===== config.mk =====
export PLATFORM = sky130hd
export DESIGN_NAME = aligned_bump_block_pool
export DESIGN_NICKNAME = d
export VERILOG_FILES = /design/src/design/abbp_pkg.sv /design/src/design/abbp_front.sv /design/src/design/abbp_back.sv /design/src/design/aligned_bump_block_pool.sv
export SDC_FILE = /design/constraint.sdc
export NUM_CORES = 1
export LEC_CHECK = 0
export BUFFER_PORTS_ARGS = -buffer_cell sky130_fd_sc_hd__buf_2
export CORE_MARGIN = 2
export CORE_UTILIZATION = 50
export CTS_CLUSTER_DIAMETER = 120
export DETAILED_ROUTE_END_ITERATION = 16
export PLACE_DENSITY = 0.78
export SKIP_CTS_REPAIR_TIMING = 1
export SLEW_MARGIN = 20
export SYNTH_ARGS = -nofsm -noshare
export SYNTH_HDL_FRONTEND = slang
export SYNTH_HIERARCHICAL = 1
export SYNTH_SLANG_ARGS = --single-unit

===== constraint.sdc =====
create_clock -name clk -period 9.1 [get_ports clk]
set_input_delay 0.455 -clock clk [delete_from_list [all_inputs] [get_ports clk]]
set_output_delay 0.455 -clock clk [all_outputs]
set_load 0.01 [all_outputs]

===== src/design/abbp_pkg.sv =====
// Shared constants, types and codes of the aligned bump block pool.
`default_nettype none

package abbp_pkg;

  // Pool geometry and field widths.
  localparam int MAX_BLOCKS = 8;
  localparam int SIZE_BITS  = 32;
  localparam int IDX_W      = $clog2(MAX_BLOCKS);
  localparam int CNT_W      = $clog2(MAX_BLOCKS + 1);
  localparam int BLK_IDX_W  = 3;
  localparam int OFF_W      = SIZE_BITS + 1;

  // Alignment handling: the log2 saturates at ALIGN_MAX.
  localparam int ALIGN_W    = 4;
  localparam int ALIGN_MAX  = 8;
  localparam int AMASK_W    = ALIGN_MAX + 1;

  // Aligned offset and end-of-grant sums are kept wide enough never to wrap.
  localparam int AL_W       = OFF_W + 1;
  localparam int SUM_W      = AL_W + 1;

  // Configuration port.
  localparam int CFG_IDX_W  = 1;
  localparam int CFG_DATA_W = 32;
  localparam logic [SIZE_BITS-1:0] RESET_DEFAULT_LENGTH = SIZE_BITS'(65536);
  localparam logic [ALIGN_W-1:0]   RESET_ALIGN_LOG2     = ALIGN_W'(4);

  // Queue between the front and back parts.
  localparam int QDEPTH     = 2;
  localparam int QPTR_W     = $clog2(QDEPTH);
  localparam int QCNT_W     = $clog2(QDEPTH + 1);

  typedef enum logic [CFG_IDX_W-1:0] {
    CFG_DEFAULT_LEN = 1'b0,
    CFG_ALIGN_LOG2  = 1'b1
  } cfg_reg_t;

  typedef enum logic [1:0] {
    ST_OK   = 2'd0,
    ST_FULL = 2'd1,
    ST_ZERO = 2'd2
  } status_t;

  typedef enum logic [1:0] {
    CL_ALLOC = 2'd0,
    CL_RESET = 2'd1,
    CL_ZERO  = 2'd2
  } item_class_t;

  typedef enum logic {
    BK_IDLE = 1'b0,
    BK_SCAN = 1'b1
  } back_state_t;

  // One classified command waiting for the back part.
  typedef struct packed {
    item_class_t            cls;
    logic [SIZE_BITS-1:0]   size;
    logic                   minimal;
  } work_item_t;

  // Current configuration register contents.
  typedef struct packed {
    logic [SIZE_BITS-1:0]   default_len;
    logic [ALIGN_W-1:0]     align_log2;
  } cfg_t;

endpackage

`default_nettype wire


===== src/design/abbp_front.sv =====
// Front part: accepts commands, classifies them and queues them for the back part.
`default_nettype none

module abbp_front
  import abbp_pkg::*;
(
  input  wire logic                 clk,
  input  wire logic                 rst_n,
  input  wire logic                 start,
  output logic                      busy,
  input  wire logic                 in_command,
  input  wire logic [SIZE_BITS-1:0] in_request_size,
  input  wire logic                 in_minimal,
  output logic                      q_valid,
  output work_item_t                q_item,
  input  wire logic                 q_pop
);

  work_item_t              q_mem_r [QDEPTH];
  logic [QPTR_W-1:0]       wr_ptr_r, wr_ptr_nxt;
  logic [QPTR_W-1:0]       rd_ptr_r, rd_ptr_nxt;
  logic [QCNT_W-1:0]       fill_r, fill_nxt;
  work_item_t              new_item;
  logic                    push;
  logic                    pop;

  // Classify the incoming beat.
  always_comb begin
    new_item.size    = in_request_size;
    new_item.minimal = in_minimal;
    if (in_command) begin
      new_item.cls = CL_RESET;
    end else if (in_request_size == '0) begin
      new_item.cls = CL_ZERO;
    end else begin
      new_item.cls = CL_ALLOC;
    end
  end

  assign busy    = (fill_r == QCNT_W'(QDEPTH));
  assign push    = start && !busy;
  assign q_valid = (fill_r != '0);
  assign pop     = q_pop && q_valid;
  assign q_item  = q_mem_r[rd_ptr_r];

  // Pointer and fill count updates.
  always_comb begin
    wr_ptr_nxt = wr_ptr_r;
    rd_ptr_nxt = rd_ptr_r;
    fill_nxt   = fill_r;
    if (push) begin
      wr_ptr_nxt = (wr_ptr_r == QPTR_W'(QDEPTH - 1)) ? '0 : wr_ptr_r + 1'b1;
    end
    if (pop) begin
      rd_ptr_nxt = (rd_ptr_r == QPTR_W'(QDEPTH - 1)) ? '0 : rd_ptr_r + 1'b1;
    end
    if (push && !pop) begin
      fill_nxt = fill_r + 1'b1;
    end else if (pop && !push) begin
      fill_nxt = fill_r - 1'b1;
    end
  end

  always_ff @(posedge clk) begin
    if (!rst_n) begin
      wr_ptr_r <= '0;
      rd_ptr_r <= '0;
      fill_r   <= '0;
    end else begin
      wr_ptr_r <= wr_ptr_nxt;
      rd_ptr_r <= rd_ptr_nxt;
      fill_r   <= fill_nxt;
    end
  end

  // Queue storage needs no reset.
  always_ff @(posedge clk) begin
    if (push) begin
      q_mem_r[wr_ptr_r] <= new_item;
    end
  end

`ifndef ASSERT_OFF
  a_fill_bound: assert property (@(posedge clk) disable iff (!rst_n)
    fill_r <= QCNT_W'(QDEPTH))
    else $error("queue fill count above depth");
  a_push_fills: assert property (@(posedge clk) disable iff (!rst_n)
    (push && !pop) |=> (fill_r == $past(fill_r) + 1'b1))
    else $error("queue push without fill increment");
  a_busy_blocks: assert property (@(posedge clk) disable iff (!rst_n)
    (busy && !pop) |=> busy)
    else $error("queue left full state without a pop");
`endif

endmodule

`default_nettype wire


===== src/design/abbp_back.sv =====
// Back part: first-fit scan over the block pool, offset updates and result beats.
`default_nettype none

module abbp_back
  import abbp_pkg::*;
(
  input  wire logic                  clk,
  input  wire logic                  rst_n,
  input  wire cfg_t                  cfg,
  input  wire logic                  q_valid,
  input  wire work_item_t            q_item,
  output logic                       q_pop,
  output logic                       out_valid,
  output logic [1:0]                 out_status,
  output logic [BLK_IDX_W-1:0]       out_block_index,
  output logic [SIZE_BITS-1:0]       out_grant_offset,
  output logic                       out_new_block,
  output logic [SIZE_BITS-1:0]       out_chosen_length
);

  back_state_t             state_r, state_nxt;
  work_item_t              cur_r, cur_nxt;
  logic [CNT_W-1:0]        scan_idx_r, scan_idx_nxt;
  logic [CNT_W-1:0]        count_r, count_nxt;
  logic [SIZE_BITS-1:0]    len_r [MAX_BLOCKS];
  logic [OFF_W-1:0]        off_r [MAX_BLOCKS];

  logic                    out_valid_r, out_valid_nxt;
  status_t                 out_status_r, out_status_nxt;
  logic [BLK_IDX_W-1:0]    out_idx_r, out_idx_nxt;
  logic [SIZE_BITS-1:0]    out_off_r, out_off_nxt;
  logic                    out_nb_r, out_nb_nxt;
  logic [SIZE_BITS-1:0]    out_len_r, out_len_nxt;

  logic                    clr_offs;
  logic                    upd_off;
  logic                    app_blk;

  logic [ALIGN_W-1:0]      lg;
  logic [AMASK_W-1:0]      amask;
  logic [IDX_W-1:0]        ent;
  logic [SIZE_BITS-1:0]    ent_len;
  logic [AL_W-1:0]         al;
  logic [SUM_W-1:0]        end_sum;
  logic                    hit;
  logic                    at_end;
  logic                    pool_full;
  logic [SIZE_BITS-1:0]    new_len;

  // Alignment mask, saturated at the largest supported alignment.
  assign lg    = (cfg.align_log2 > ALIGN_W'(ALIGN_MAX)) ? ALIGN_W'(ALIGN_MAX) : cfg.align_log2;
  assign amask = (AMASK_W'(1) << lg) - AMASK_W'(1);

  // Evaluate the block under the scan pointer.
  assign ent     = scan_idx_r[IDX_W-1:0];
  assign ent_len = len_r[ent];
  assign al      = (AL_W'(off_r[ent]) + AL_W'(amask)) & ~AL_W'(amask);
  assign end_sum = SUM_W'(al) + SUM_W'(cur_r.size);
  assign hit     = (end_sum <= SUM_W'(ent_len))
                   && (!cur_r.minimal || (ent_len == cur_r.size));
  assign at_end    = (scan_idx_r == count_r);
  assign pool_full = (count_r == CNT_W'(MAX_BLOCKS));

  // Length of an appended block.
  assign new_len = cur_r.minimal ? cur_r.size
                 : ((cfg.default_len > cur_r.size) ? cfg.default_len : cur_r.size);

  // Next state.
  always_comb begin
    state_nxt = state_r;
    unique case (state_r)
      BK_IDLE: begin
        if (q_valid && (q_item.cls == CL_ALLOC)) begin
          state_nxt = BK_SCAN;
        end
      end
      BK_SCAN: begin
        if (at_end || hit) begin
          state_nxt = BK_IDLE;
        end
      end
      default: state_nxt = BK_IDLE;
    endcase
  end

  // Datapath control and result values.
  always_comb begin
    q_pop          = 1'b0;
    cur_nxt        = cur_r;
    scan_idx_nxt   = scan_idx_r;
    count_nxt      = count_r;
    clr_offs       = 1'b0;
    upd_off        = 1'b0;
    app_blk        = 1'b0;
    out_valid_nxt  = 1'b0;
    out_status_nxt = ST_OK;
    out_idx_nxt    = '0;
    out_off_nxt    = '0;
    out_nb_nxt     = 1'b0;
    out_len_nxt    = '0;
    unique case (state_r)
      BK_IDLE: begin
        if (q_valid) begin
          q_pop   = 1'b1;
          cur_nxt = q_item;
          unique case (q_item.cls)
            CL_RESET: begin
              clr_offs      = 1'b1;
              out_valid_nxt = 1'b1;
            end
            CL_ZERO: begin
              out_valid_nxt  = 1'b1;
              out_status_nxt = ST_ZERO;
            end
            CL_ALLOC: begin
              scan_idx_nxt = '0;
            end
            default: begin
            end
          endcase
        end
      end
      BK_SCAN: begin
        if (at_end) begin
          out_valid_nxt = 1'b1;
          if (pool_full) begin
            out_status_nxt = ST_FULL;
          end else begin
            app_blk     = 1'b1;
            count_nxt   = count_r + 1'b1;
            out_idx_nxt = BLK_IDX_W'(count_r);
            out_nb_nxt  = 1'b1;
            out_len_nxt = new_len;
          end
        end else if (hit) begin
          upd_off       = 1'b1;
          out_valid_nxt = 1'b1;
          out_idx_nxt   = BLK_IDX_W'(ent);
          out_off_nxt   = SIZE_BITS'(al);
          out_len_nxt   = ent_len;
        end else begin
          scan_idx_nxt = scan_idx_r + 1'b1;
        end
      end
      default: begin
      end
    endcase
  end

  // Control registers.
  always_ff @(posedge clk) begin
    if (!rst_n) begin
      state_r     <= BK_IDLE;
      count_r     <= '0;
      out_valid_r <= 1'b0;
    end else begin
      state_r     <= state_nxt;
      count_r     <= count_nxt;
      out_valid_r <= out_valid_nxt;
    end
  end

  // Payload registers.
  always_ff @(posedge clk) begin
    cur_r        <= cur_nxt;
    scan_idx_r   <= scan_idx_nxt;
    out_status_r <= out_status_nxt;
    out_idx_r    <= out_idx_nxt;
    out_off_r    <= out_off_nxt;
    out_nb_r     <= out_nb_nxt;
    out_len_r    <= out_len_nxt;
  end

  // Block table: lengths and bump offsets.
  always_ff @(posedge clk) begin
    if (clr_offs) begin
      for (int i = 0; i < MAX_BLOCKS; i++) begin
        off_r[i] <= '0;
      end
    end else if (upd_off) begin
      off_r[ent] <= OFF_W'(end_sum);
    end else if (app_blk) begin
      off_r[count_r[IDX_W-1:0]] <= OFF_W'(cur_r.size);
    end
    if (app_blk) begin
      len_r[count_r[IDX_W-1:0]] <= new_len;
    end
  end

  assign out_valid         = out_valid_r;
  assign out_status        = out_status_r;
  assign out_block_index   = out_idx_r;
  assign out_grant_offset  = out_off_r;
  assign out_new_block     = out_nb_r;
  assign out_chosen_length = out_len_r;

`ifndef ASSERT_OFF
  a_count_bound: assert property (@(posedge clk) disable iff (!rst_n)
    count_r <= CNT_W'(MAX_BLOCKS))
    else $error("blocks in use above pool size");
  a_scan_bound: assert property (@(posedge clk) disable iff (!rst_n)
    (state_r == BK_SCAN) |-> (scan_idx_r <= count_r))
    else $error("scan pointer past blocks in use");
  a_append_result: assert property (@(posedge clk) disable iff (!rst_n)
    (state_r == BK_SCAN && at_end && !pool_full)
      |=> (out_valid_r && out_nb_r && count_r == $past(count_r) + 1'b1))
    else $error("append without new-block result");
  a_newblk_ok: assert property (@(posedge clk) disable iff (!rst_n)
    (out_valid_r && out_nb_r) |-> (out_status_r == ST_OK))
    else $error("new-block flag on a failed request");
`endif

endmodule

`default_nettype wire


===== src/design/aligned_bump_block_pool.sv =====
// Top level of the aligned bump block pool: configuration registers and the two parts.
//
//   Channel   Direction  Handshake             Payload
//   in_*      input      start high, busy low  in_command, in_request_size, in_minimal
//   out_*     output     out_valid, one cycle  out_status, out_block_index,
//                                              out_grant_offset, out_new_block,
//                                              out_chosen_length
//   cfg_*     input      cfg_we                cfg_index, cfg_wdata
//
// A reset or zero-size command is written into the queue, popped by the idle back part
// and answered from its output registers. An allocate is handled by the back part's
// first-fit scan over the blocks in use, one block per cycle in its compare unit.
// Up to two commands wait in the queue; busy is high while the queue is full.
// rst_n is synchronous; it empties the pool and loads the register reset values.
// The receiver cannot stall: each result beat is shown for exactly one cycle.
`default_nettype none

module aligned_bump_block_pool
  import abbp_pkg::*;
(
  input  wire logic                  clk,
  input  wire logic                  rst_n,
  input  wire logic                  start,
  output logic                       busy,
  input  wire logic                  in_command,
  input  wire logic [SIZE_BITS-1:0]  in_request_size,
  input  wire logic                  in_minimal,
  output logic                       out_valid,
  output logic [1:0]                 out_status,
  output logic [BLK_IDX_W-1:0]       out_block_index,
  output logic [SIZE_BITS-1:0]       out_grant_offset,
  output logic                       out_new_block,
  output logic [SIZE_BITS-1:0]       out_chosen_length,
  input  wire logic                  cfg_we,
  input  wire logic [CFG_IDX_W-1:0]  cfg_index,
  input  wire logic [CFG_DATA_W-1:0] cfg_wdata
);

  cfg_t        cfg_r, cfg_nxt;
  logic        q_valid;
  work_item_t  q_item;
  logic        q_pop;

  // Configuration register writes.
  always_comb begin
    cfg_nxt = cfg_r;
    if (cfg_we) begin
      unique case (cfg_index)
        CFG_DEFAULT_LEN: cfg_nxt.default_len = SIZE_BITS'(cfg_wdata);
        CFG_ALIGN_LOG2:  cfg_nxt.align_log2  = cfg_wdata[ALIGN_W-1:0];
        default: begin
        end
      endcase
    end
  end

  always_ff @(posedge clk) begin
    if (!rst_n) begin
      cfg_r.default_len <= RESET_DEFAULT_LENGTH;
      cfg_r.align_log2  <= RESET_ALIGN_LOG2;
    end else begin
      cfg_r <= cfg_nxt;
    end
  end

  // Command intake and queue.
  abbp_front u_front (
    .clk             (clk),
    .rst_n           (rst_n),
    .start           (start),
    .busy            (busy),
    .in_command      (in_command),
    .in_request_size (in_request_size),
    .in_minimal      (in_minimal),
    .q_valid         (q_valid),
    .q_item          (q_item),
    .q_pop           (q_pop)
  );

  // Pool scan and result beats.
  abbp_back u_back (
    .clk               (clk),
    .rst_n             (rst_n),
    .cfg               (cfg_r),
    .q_valid           (q_valid),
    .q_item            (q_item),
    .q_pop             (q_pop),
    .out_valid         (out_valid),
    .out_status        (out_status),
    .out_block_index   (out_block_index),
    .out_grant_offset  (out_grant_offset),
    .out_new_block     (out_new_block),
    .out_chosen_length (out_chosen_length)
  );

endmodule

`default_nettype wire

# [After elaboration in Yosys (flattened, before gate mapping)]
# Memory sizes are Yosys's and may differ from the RTL's. A register that Yosys moved wholly into a read port is not among the register bits.
# Index checks and enable logic that the tools add are counted.
# W data, S select, Z words.
[op_classes] add_sub_neg=9 n_lt_le_gt_ge=3 eq_ne=10 n_shift=1 muxes=65 n_bitwise=6 reduce_logical=25
[ops] operator="$mux W32" count=5
[ops] operator="$mux W33" count=2
[ops] operator="$reduce_or A33 Y1" count=2
[ops] operator="$add A34 B32 Y35" count=1
[ops] operator="$le A35 B32 Y1" count=1
[ops] operator="$mux W1" count=35
[ops] operator="$add A33 B9 Y34" count=1
[ops] operator="$and A34 B34 Y34" count=1
[ops] operator="$not A9 Y34" count=1
[ops] operator="$eq A32 B32 Y1" count=1
[ops] operator="$gt A32 B32 Y1" count=1
[ops] operator="$logic_not A32 Y1" count=1
[ops] operator="$mux W3" count=7
[ops] operator="$mux W4" count=5
[ops] operator="$mux W2" count=7
[ops] operator="$shl A1 B4 Y9 const A" count=1
[ops] operator="$sub A9 B2 Y9 const B" count=1
[ops] operator="$add A4 B1 Y4 const B" count=2
[ops] operator="$pmux W4 S2" count=1
[ops] operator="$logic_and A1 B1 Y1" count=6
[ops] operator="$reduce_and A2 Y1" count=3
[ops] operator="$eq A2 B2 Y1 const B" count=2
[ops] operator="$eq A4 B4 Y1" count=1
[ops] operator="$eq A4 B4 Y1 const B" count=1
[ops] operator="other kinds (18)" count=30
[totals] ff_bits=153 ramBits=590 out_inout_bits=72 wordCells=138 memories=3
[memory_table] name="u_back.off_r" depth=8 word_bits=33 rd=1 rd_ports_with_merged_regs=1 write_ports=8 line_no="abbp_back.sv:26" rtl="logic [OFF_W-1:0] off_r [MAX_BLOCKS];"
[memory_table] name="u_back.len_r" depth=8 word_bits=32 rd=1 rd_ports_with_merged_regs=1 write_ports=1 line_no="abbp_back.sv:25" rtl="logic [SIZE_BITS-1:0] len_r [MAX_BLOCKS];"
[memory_table] name="u_front.q_mem_r" depth=2 word_bits=35 rd=1 rd_ports_with_merged_regs=1 write_ports=1 line_no="abbp_front.sv:19" rtl="work_item_t q_mem_r [QDEPTH];"

# [Longest topological paths before layout]
# Gate-level depths: netlist of run 1.
[logic_depth] word_depth=18 depth_mapped=41 depth_no_buf=34

# [Cells and area by module]
# Netlist of run 1, hierarchy kept.
[modules_own_cells] mod="abbp_back" instances=1 cells_each=2122 area_per_inst_um2=30013.8 seq_area_each_um2=18307.6
[modules_own_cells] mod="abbp_front" instances=1 cells_each=147 area_per_inst_um2=2817.7 seq_area_each_um2=2202.1
[modules_own_cells] mod="aligned_bump_block_pool" instances=1 cells_each=155 area_per_inst_um2=1472.7 seq_area_each_um2=720.7

# [Least setup slack after synthesis of run 1]
# No wires, ideal clock.
[synth_path] path_kind="register to register" startpoint="reg with a tool-made name" endpoint="mem u_back/off_r[4][0] (netlist name) (enable)" setup_ps=391 t_arrival_ps=8956 required_ps=8709 setup_slack_ps=-246 path_stages_with_launch=40 cell_sequence="dfxtp_1 > buf_4 > buf_6 > buf_6 > buf_6 > buf_2 > buf_1 > mux4_2 > mux2_2 > ha_1 > a21o_1 > a21oi_1 > o21ai_0 > nor3b_1 > o21ai_0 > a21boi_1 > nand3_1 > xor2_1 > (+4 left out) > a22oi_1 > o211a_1 > nand2b_1 > a21oi_1 > or2_2 > a21oi_1 > xnor2_1 > ha_1 > a21oi_1 > o21ai_0 > nor3_1 > a31oi_1 > a2111oi_4 > nand3_4 > buf_6 > a21o_4 > buf_6 > nand2_1"
[synth_rtl] element="end, declared" line_no="abbp_back.sv:26"

==> reports/results.ini, run 1 <==
[run_status]
status = complete, no violations

[routing]
vias = 21800
drc = 0
wl_met1_um = 36300
drt_iter0_drc = 2466
routed_wl_um = 93400
wl_met3_um = 8460
firstDrtPassIters = 6
ant_nets = 0
wl_met2_um = 43600
top_layer_used = met4
via_per_inst = 6.14
wl_per_cell_um = 26.4

[worst_setup_path]
max_stage_delay_ns = 0.63
cp.required_ns = 9.41
crit_type = reg2reg
cp-start-kind = flop
critPathMostFrequentCell = ha_1
path_buf_inv = 1
crit_slowest_cell = or4_1
crit_family = simple AND/OR/NAND/NOR gates
arrival_ns = 8.99
endpoint_kind = flop
crit_fanout = 30

[floorplan]
start_util_pct = 50.3
io_pins = 143
core_um2 = 68200
fp.dieH_um = 266
dieArea_um2 = 70700
die_w_um = 266
rows = 96

[synthesis]
synth_top_area_cell = edfxtp_1
ys_seq_area_share_pct = 61.9
synth_area_leaders = edfxtp_1 55%, mux4_2 7.9%, dfxtp_1 7.0%
synthTopCellsByCount = 627 x edfxtp_1, 345 x nor2_1, 140 x nand2_1, 120 x dfxtp_1, 120 x mux4_2
synthCells = 2424
synthArstFlopShare_pct = 0
ys_warn_count = 6
ys_ff_latch = 747
synth_edf_count = 627
synth_top_flop_cell = edfxtp_1
post-synth-top-count-cell = edfxtp_1
synth.avg_cell_area_um2 = 14.2
synthDistinctLibCells = 80
netlist_area_um2 = 34300
synth_top_area_share_pct = 54.9

[clocking]
clk_pin_slew_ns = 0.06
h-tree-depth = 3
root_buffer = clkbuf_16
insertion_delay_ns = 0.64
cts_tree = done
clock_sinks = 747
clk_path_buf_depth = 3
cts_buffers = 76

[timing]
clock.fmax_ghz = 0.115
finalSetupTns_ns = 0
fin_crit_ns = 8.68
hold_slack_ns = 0.0165
setup_viol = 0
finalClockSkew_ns = 0.0360
finalMaxSlewViolations = 0
relSlewSlack_pct = 20.3
fin_crit_sh_pct = 95.4
tightest_slew_ns = 1.19
grt_setup_unrepaired = no
hold_viol = 0

[grt]
track_usage_pct = 26.3
grt_pass1_wl_um = 137000
grt_pass1_vias = 21400
antenna_found_initial = 0
gr-total-overflow = 0
grt_max_degree = 72

[placed_design]
port_buffers = 142
gp_congestion = 0.994
dp_hpwl_um = 63700

[finish]
num-fill-cells = 5239
drive_above_1_share_pct = 21.1
final_nets = 2783
regArea_um2 = 21200
fin_util_pct = 56.5
syn2layout_area_growth_pct = 12.4
antenna_cells = 0
multi_input_area_um2 = 12200

[worst_hold_path]
hp-class = in2reg

[flow_run]
drv_cap = 0

==> routing by layer <==
| metal | global-route usage [%] | vias to the layer above |
|---|---|---|
| met1 | 35.5 | 10900 |
| met5 | 0 | - |
| met3 | 4.45 | 231 |
| met4 | 13.5 | 0 |
| met2 | 41.4 | 1229 |
| li1 | - | 9444 |
==> cells by family (layout without fill, tap and decap cells) <==
family / count (synthesis) / count (layout) / share of synthesized area (%)
buffers and inverters: 189 / 418 / 3.04
other: 1 / 9 / 0.0109
and+or+nand+nor: 675 / 675 / 8.92
AOI/OAI and AO/OA: 296 / 296 / 5.70
adders and majority gates: 114 / 114 / 4.20
DFF: 747 / 747 / 61.9
muxes: 301 / 301 / 13.7
xor gates and xnor gates: 101 / 101 / 2.58
==> layout by cell type, fill, tap and decap left out, types with 6 or more instances in the layout <==
cell       count
a31oi_1        6
buf_2        142
inv_1         73
a22oi_1       11
o2bb2ai_1     32
clkbuf_8       7
buf_4         52
nand4_1       25
clkbuf_16     77
clkinv_1       6
xnor2_1       75
a21oi_1      103
a21o_1        27
edfxtp_1     627
nor3_1        12
clkinv_2       9
nor4_1        14
o21ai_1        6
nand3_1       37
mux2i_2        6
dfxtp_1      117
mux2i_1       91
xor2_1        26
a21boi_0       6
and2_1        12
conb_1         9
o21a_1        10
and3_1         6
o21ai_0       43
nand2_1      139
mux2_2        78
nor2b_1       19
clkbuf_1      24
nand2b_1       9
mux4_2       120
and4_1        19
nor2_1       342
ha_1         112
==> layout make-up <==
class	count	share of cell area, %
flip-flops and latches	747	55.1
multi-input cells	1496	31.6
repair buffers	203	3.23
clock buffers	108	5.48
inverters	74	0.720
clock inverters	33	1.03
well taps	882	2.86
==> per-stage QoR <==
step | cell area, µm² | instances | setup WS [ns]
after floorplan | 34300 | 2432 | -0.246
after global placement | 35900 | 3395 | 0.216
after global routing | 38600 | 3543 | 0.0173
final | 38600 | 3543 | 0.422
after CTS | 38500 | 3537 | 0.0331
after detailed placement | 35900 | 3396 | 0.0962
==> sequential cells by signal, summed over array words and instances, names as in the netlist, named ones only <==
signal,cells
u_front/wr_ptr_r,1
u_back/out_grant_offset,32
u_front/fill_r,2
u_back/out_chosen_length,32
u_back/out_status,2
u_front/q_mem_r,70
u_back/out_new_block,1
u_back/off_r,264
u_back/state_r,1
cfg_r,36
u_back/out_block_index,3
u_back/len_r,256
u_back/cur_r,33
u_back/count_r,4
u_front/rd_ptr_r,1
u_back/out_valid,1
u_back/scan_idx_r,4
==> final timing paths <==
| check | start | to | slack (ns) | cells past startpoint |
|---|---|---|---|---|
| hold reg to reg | cfg_r[5] | cfg_r[5] | 0.50 | 2 |
| setup reg to reg | cfg_r[0] | u_back/off_r[6][29] | 0.42 | 32 |
| setup / recovery | cfg_r[0] | u_back/off_r[6][29] | 0.42 | 32 |
| hold / removal | in_request_size[19] | u_front/q_mem_r[0][20] | 0.02 | 1 |
Power of run 1 is not shown: default switching activity piles up to over one toggle a cycle in this logic, so the estimate is an artifact.
==> run 2: changes to the inputs <==
--- a/config.mk
+++ b/config.mk
@@ -6,11 +6,14 @@
 export NUM_CORES = 1
 export LEC_CHECK = 0
 export BUFFER_PORTS_ARGS = -buffer_cell sky130_fd_sc_hd__buf_2
+export CAP_MARGIN = 20
+export CELL_PAD_IN_SITES_DETAIL_PLACEMENT = 1
+export CELL_PAD_IN_SITES_GLOBAL_PLACEMENT = 2
 export CORE_MARGIN = 2
-export CORE_UTILIZATION = 50
+export CORE_UTILIZATION = 41
 export CTS_CLUSTER_DIAMETER = 120
 export DETAILED_ROUTE_END_ITERATION = 16
-export PLACE_DENSITY = 0.78
+export PLACE_DENSITY = 0.86
 export SKIP_CTS_REPAIR_TIMING = 1
 export SLEW_MARGIN = 20
 export SYNTH_ARGS = -nofsm -noshare
==> run 2 against run 1 <==
Effect of this change:
- die area increased by 22%
- sequential share of layout area decreased by 1.2 points
- count of clock-buffer cells in the layout decreased by 10
- register-to-register slack improved by 0.10 ns
- critical path depth increased by 1
- highest routed layer unchanged
==> reports/results.ini, run 2 (synthesis results as in run 1) <==
[worst_setup_path]
arrival_ns = 9.04
cp.required_ns = 9.56
crit_slowest_cell = or4_1
cp-start-kind = flop
max_stage_delay_ns = 0.64
critPathMostFrequentCell = ha_1
endpoint_kind = flop
crit_fanout = 8
crit_type = reg2reg

[floorplan]
fp.dieH_um = 293
io_pins = 143
core_um2 = 83300
start_util_pct = 41.2
dieArea_um2 = 86000
rows = 106
die_w_um = 293

[routing]
wl_per_cell_um = 28.1
routed_wl_um = 106000
vias = 21700
via_per_inst = 5.77
ant_nets = 0
firstDrtPassIters = 5
drt_iter0_drc = 1928
drc = 0

[timing]
setup_viol = 0
relSlewSlack_pct = 24.4
grt_setup_unrepaired = no
tightest_slew_ns = 1.13
finalSetupTns_ns = 0
finalClockSkew_ns = 0.0346
finalMaxSlewViolations = 0
hold_viol = 0
fin_crit_ns = 8.58
fin_crit_sh_pct = 94.2
hold_slack_ns = 0.00219
clock.fmax_ghz = 0.117

[flow_run]
drv_cap = 0

[grt]
grt_max_degree = 77
grt_pass1_wl_um = 154000
track_usage_pct = 24.6
gr-total-overflow = 0
antenna_found_initial = 2
grt_pass1_vias = 23100

[clocking]
clk_pin_slew_ns = 0.06
cts_tree = done
cts_buffers = 81
root_buffer = clkbuf_16
clk_path_buf_depth = 3
clock_sinks = 747
h-tree-depth = 3
insertion_delay_ns = 0.67

[placed_design]
gp_congestion = 0.941
port_buffers = 142
dp_hpwl_um = 72000
dp_cells = 3600

[finish]
final_common_cell = edfxtp_1
largest_register_ffs = 264
drive_above_1_share_pct = 22.0
syn2layout_area_growth_pct = 14.8
largest-register = u_back/off_r
fin_cells = 3768
final_nets = 2802
layout_common_cells = 627 x edfxtp_1, 341 x nor2_1, 142 x buf_2

[run_status]
status = complete, no violations

[worst_hold_path]
hp-class = in2reg

==> run 2: stage by stage <==
| step | utilization (%) | instance area, µm² | setup WS (ns) |
|---|---|---|---|
| after floorplan | - | 34300 | -0.246 |
| after global placement | 43.6 | 36300 | 0.100 |
| after CTS | 47.0 | 39200 | -0.332 |
| after detailed placement | 43.6 | 36300 | -0.132 |
| final | 47.3 | 39400 | 0.523 |
| after global routing | 47.3 | 39400 | 0.00118 |
==> run 2: layout make-up <==
| class | instances | area, µm² |
|---|---|---|
| Multi-Input combinational cell | 1496 | 12200 |
| Timing Repair Buffer | 217 | 1400 |
| Clock inverter | 54 | 731 |
| Clock buffer | 98 | 2180 |
| Sequential cell | 747 | 21200 |
| Inverter | 74 | 278 |
| Antenna cell | 2 | 5.00 |
| Tap cell | 1080 | 1350 |
| Fill cell | 8305 | 43900 |
==> run 2: metal layers <==
layer  up-vias  GRT usage [%]  wire length, µm
met5         -              0                0
met4         0           9.11             3720
met3       154           2.56             6110
met2       818           41.3            51700
met1     11300           33.1            44300
li1       9479              -                -
==> run 2: path summary, 6_finish.rpt <==
check                                   startpoint  slack, ns                     to  cells past startpoint
worst max register to register            cfg_r[0]       0.52                   flop                     33
worst min-delay path            in_request_size[5]      0.002  u_front/q_mem_r[0][6]                      1
worst min register to register           cfg_r[21]       0.49              cfg_r[21]                      2
worst max-delay path                      cfg_r[0]       0.52                   flop                     33
==> run 2: critical path, delay by kind of cell, from the launching register on <==
family / cells / cell delay (ns)
compound gates: 12 / 2.63
simple gates: 9 / 2.31
fa+ha+maj: 4 / 1.25
xor+xnor: 3 / 0.72
mux: 2 / 0.59
buf+inv: 3 / 0.49
flops: 1 / 0.37
Power of run 2 is left out for the same reason.
==> run 3: changes to the inputs <==
--- a/config.mk
+++ b/config.mk
@@ -5,15 +5,15 @@
 export SDC_FILE = /design/constraint.sdc
 export NUM_CORES = 1
 export LEC_CHECK = 0
-export BUFFER_PORTS_ARGS = -buffer_cell sky130_fd_sc_hd__buf_2
 export CAP_MARGIN = 20
 export CELL_PAD_IN_SITES_DETAIL_PLACEMENT = 1
 export CELL_PAD_IN_SITES_GLOBAL_PLACEMENT = 2
 export CORE_MARGIN = 2
-export CORE_UTILIZATION = 41
+export CORE_UTILIZATION = 42
 export CTS_CLUSTER_DIAMETER = 120
 export DETAILED_ROUTE_END_ITERATION = 16
-export PLACE_DENSITY = 0.86
+export DONT_BUFFER_PORTS = 1
+export PLACE_DENSITY = 0.85
 export SKIP_CTS_REPAIR_TIMING = 1
 export SLEW_MARGIN = 20
 export SYNTH_ARGS = -nofsm -noshare
==> run 3 against run 2 <==
Effect of this change:
- the run now ends with hold timing left
- first-iteration DRC count grew 1.1%
- critical path depth is 3 lower
- global-route usage is 0.31 points lower
- critical path type unchanged
- clock skew rose by 0.0032 ns
- non-clock buffer count fell by 94
- die area decreased by 2.3%
- cell area fell by 1.4%
- flip-flop and latch count is the same
- cell count is 3.2% lower
- worst setup slack worse by 0.22 ns
==> reports/results.ini, run 3 (synthesis results as in run 1) <==
[run_status]
status = complete, but fails checks
violations = hold timing

[timing]
fin_crit_ns = 8.79
setup_viol = 0
finalMaxSlewViolations = 0
grt_setup_unrepaired = no
clock.fmax_ghz = 0.114
relSlewSlack_pct = 19.9
tightest_slew_ns = 1.20
fin_crit_sh_pct = 96.6
hold_slack_ns = -0.0235
finalClockSkew_ns = 0.0378
hold_viol = 5

[grt]
antenna_found_initial = 2
grt_max_degree = 109
grt_pass1_wl_um = 147000
grt_pass1_vias = 22400
gr-total-overflow = 0
track_usage_pct = 24.2

[finish]
final_common_cell = edfxtp_1
largest-register = u_back/off_r
largest_register_ffs = 264
drive_above_1_share_pct = 16.7
syn2layout_area_growth_pct = 13.2
final_nets = 2708
layout_common_cells = 627 x edfxtp_1, 342 x nor2_1, 140 x nand2_1

[floorplan]
die_w_um = 290
rows = 104
core_um2 = 80700
dieArea_um2 = 84000
io_pins = 143
start_util_pct = 42.5
fp.dieH_um = 290

[worst_setup_path]
cp.required_ns = 9.43
crit_fanout = 22
crit_slowest_cell = or4_1
endpoint_kind = flop
crit_type = reg2reg
path_buf_inv = 1
crit_family = simple AND/OR/NAND/NOR gates
r2r_slack_ns = 0.31
arrival_ns = 9.12
critPathMostFrequentCell = ha_1
cp-start-kind = flop
max_stage_delay_ns = 0.63

[routing]
firstDrtPassIters = 5
routed_wl_um = 104000
wl_per_cell_um = 28.6
drt_iter0_drc = 1950
vias = 21400
ant_nets = 0
via_per_inst = 5.86
drc = 0

[placed_design]
dp_hpwl_um = 70200
gp_congestion = 0.927
port_buffers = 0

[clocking]
h-tree-depth = 3
cts_buffers = 79
root_buffer = clkbuf_16
clk_path_buf_depth = 3
insertion_delay_ns = 0.66
clk_pin_slew_ns = 0.07
clock_sinks = 747
cts_tree = done

[flow_run]
drv_cap = 0

[worst_hold_path]
hp-class = in2reg

[run 3: changes by cell type in the layout (fill, tap and decap cells not counted), sizes merged]
cell and delta:
a21o +2, diode -1, clkinvlp -1, dlygate4sd3 +50, inv -3, buf -144
clkinv -9, clkbuf +13, bufinv -8
[run 3: cell type report]
class                   count  area, µm²
clock inverters            33        425
repair buffers            123       1110
inverters                  74        278
well taps                1060       1330
flip-flops and latches    747      21200
clock buffers             111       2230
diodes                      1       2.50
fillers                  7942      41800
multi-input cells        1498      12200
[run 3: through the flow]
stage	setup WS, ns	std cells	TNS (ns)	instance area [µm²]	util [%]
floorplan	-0.246	2432	-53.98	34300	-
global placement	0.200	3433	0	35400	43.9
detailed placement	0.0200	3433	0	35400	43.9
CTS	-0.0214	3577	-0.360	38100	47.2
global route	0.00000711	3646	0	38800	48.1
finish	0.308	3647	0	38800	48.1
[run 3: layer usage]
metal	GRT usage [%]	up-vias	part of all wire, %
li1	-	9285	-
met3	5.34	217	7.7
met1	30.9	11000	39
met4	10.3	2	4.4
met2	40.0	875	49
met5	0	-	0.018
[run 3: final timing paths]
path,start,endpoint,depth (start not counted)
worst min register to register,cfg_r[5],cfg_r[5],2
worst max register to register,cfg_r[0],u_back/off_r[7][7],30
worst min-delay path,cfg_wdata[30],cfg_r[34],2
worst max-delay path,cfg_r[0],u_back/off_r[7][7],30
Power of run 3 is left out for the same reason.
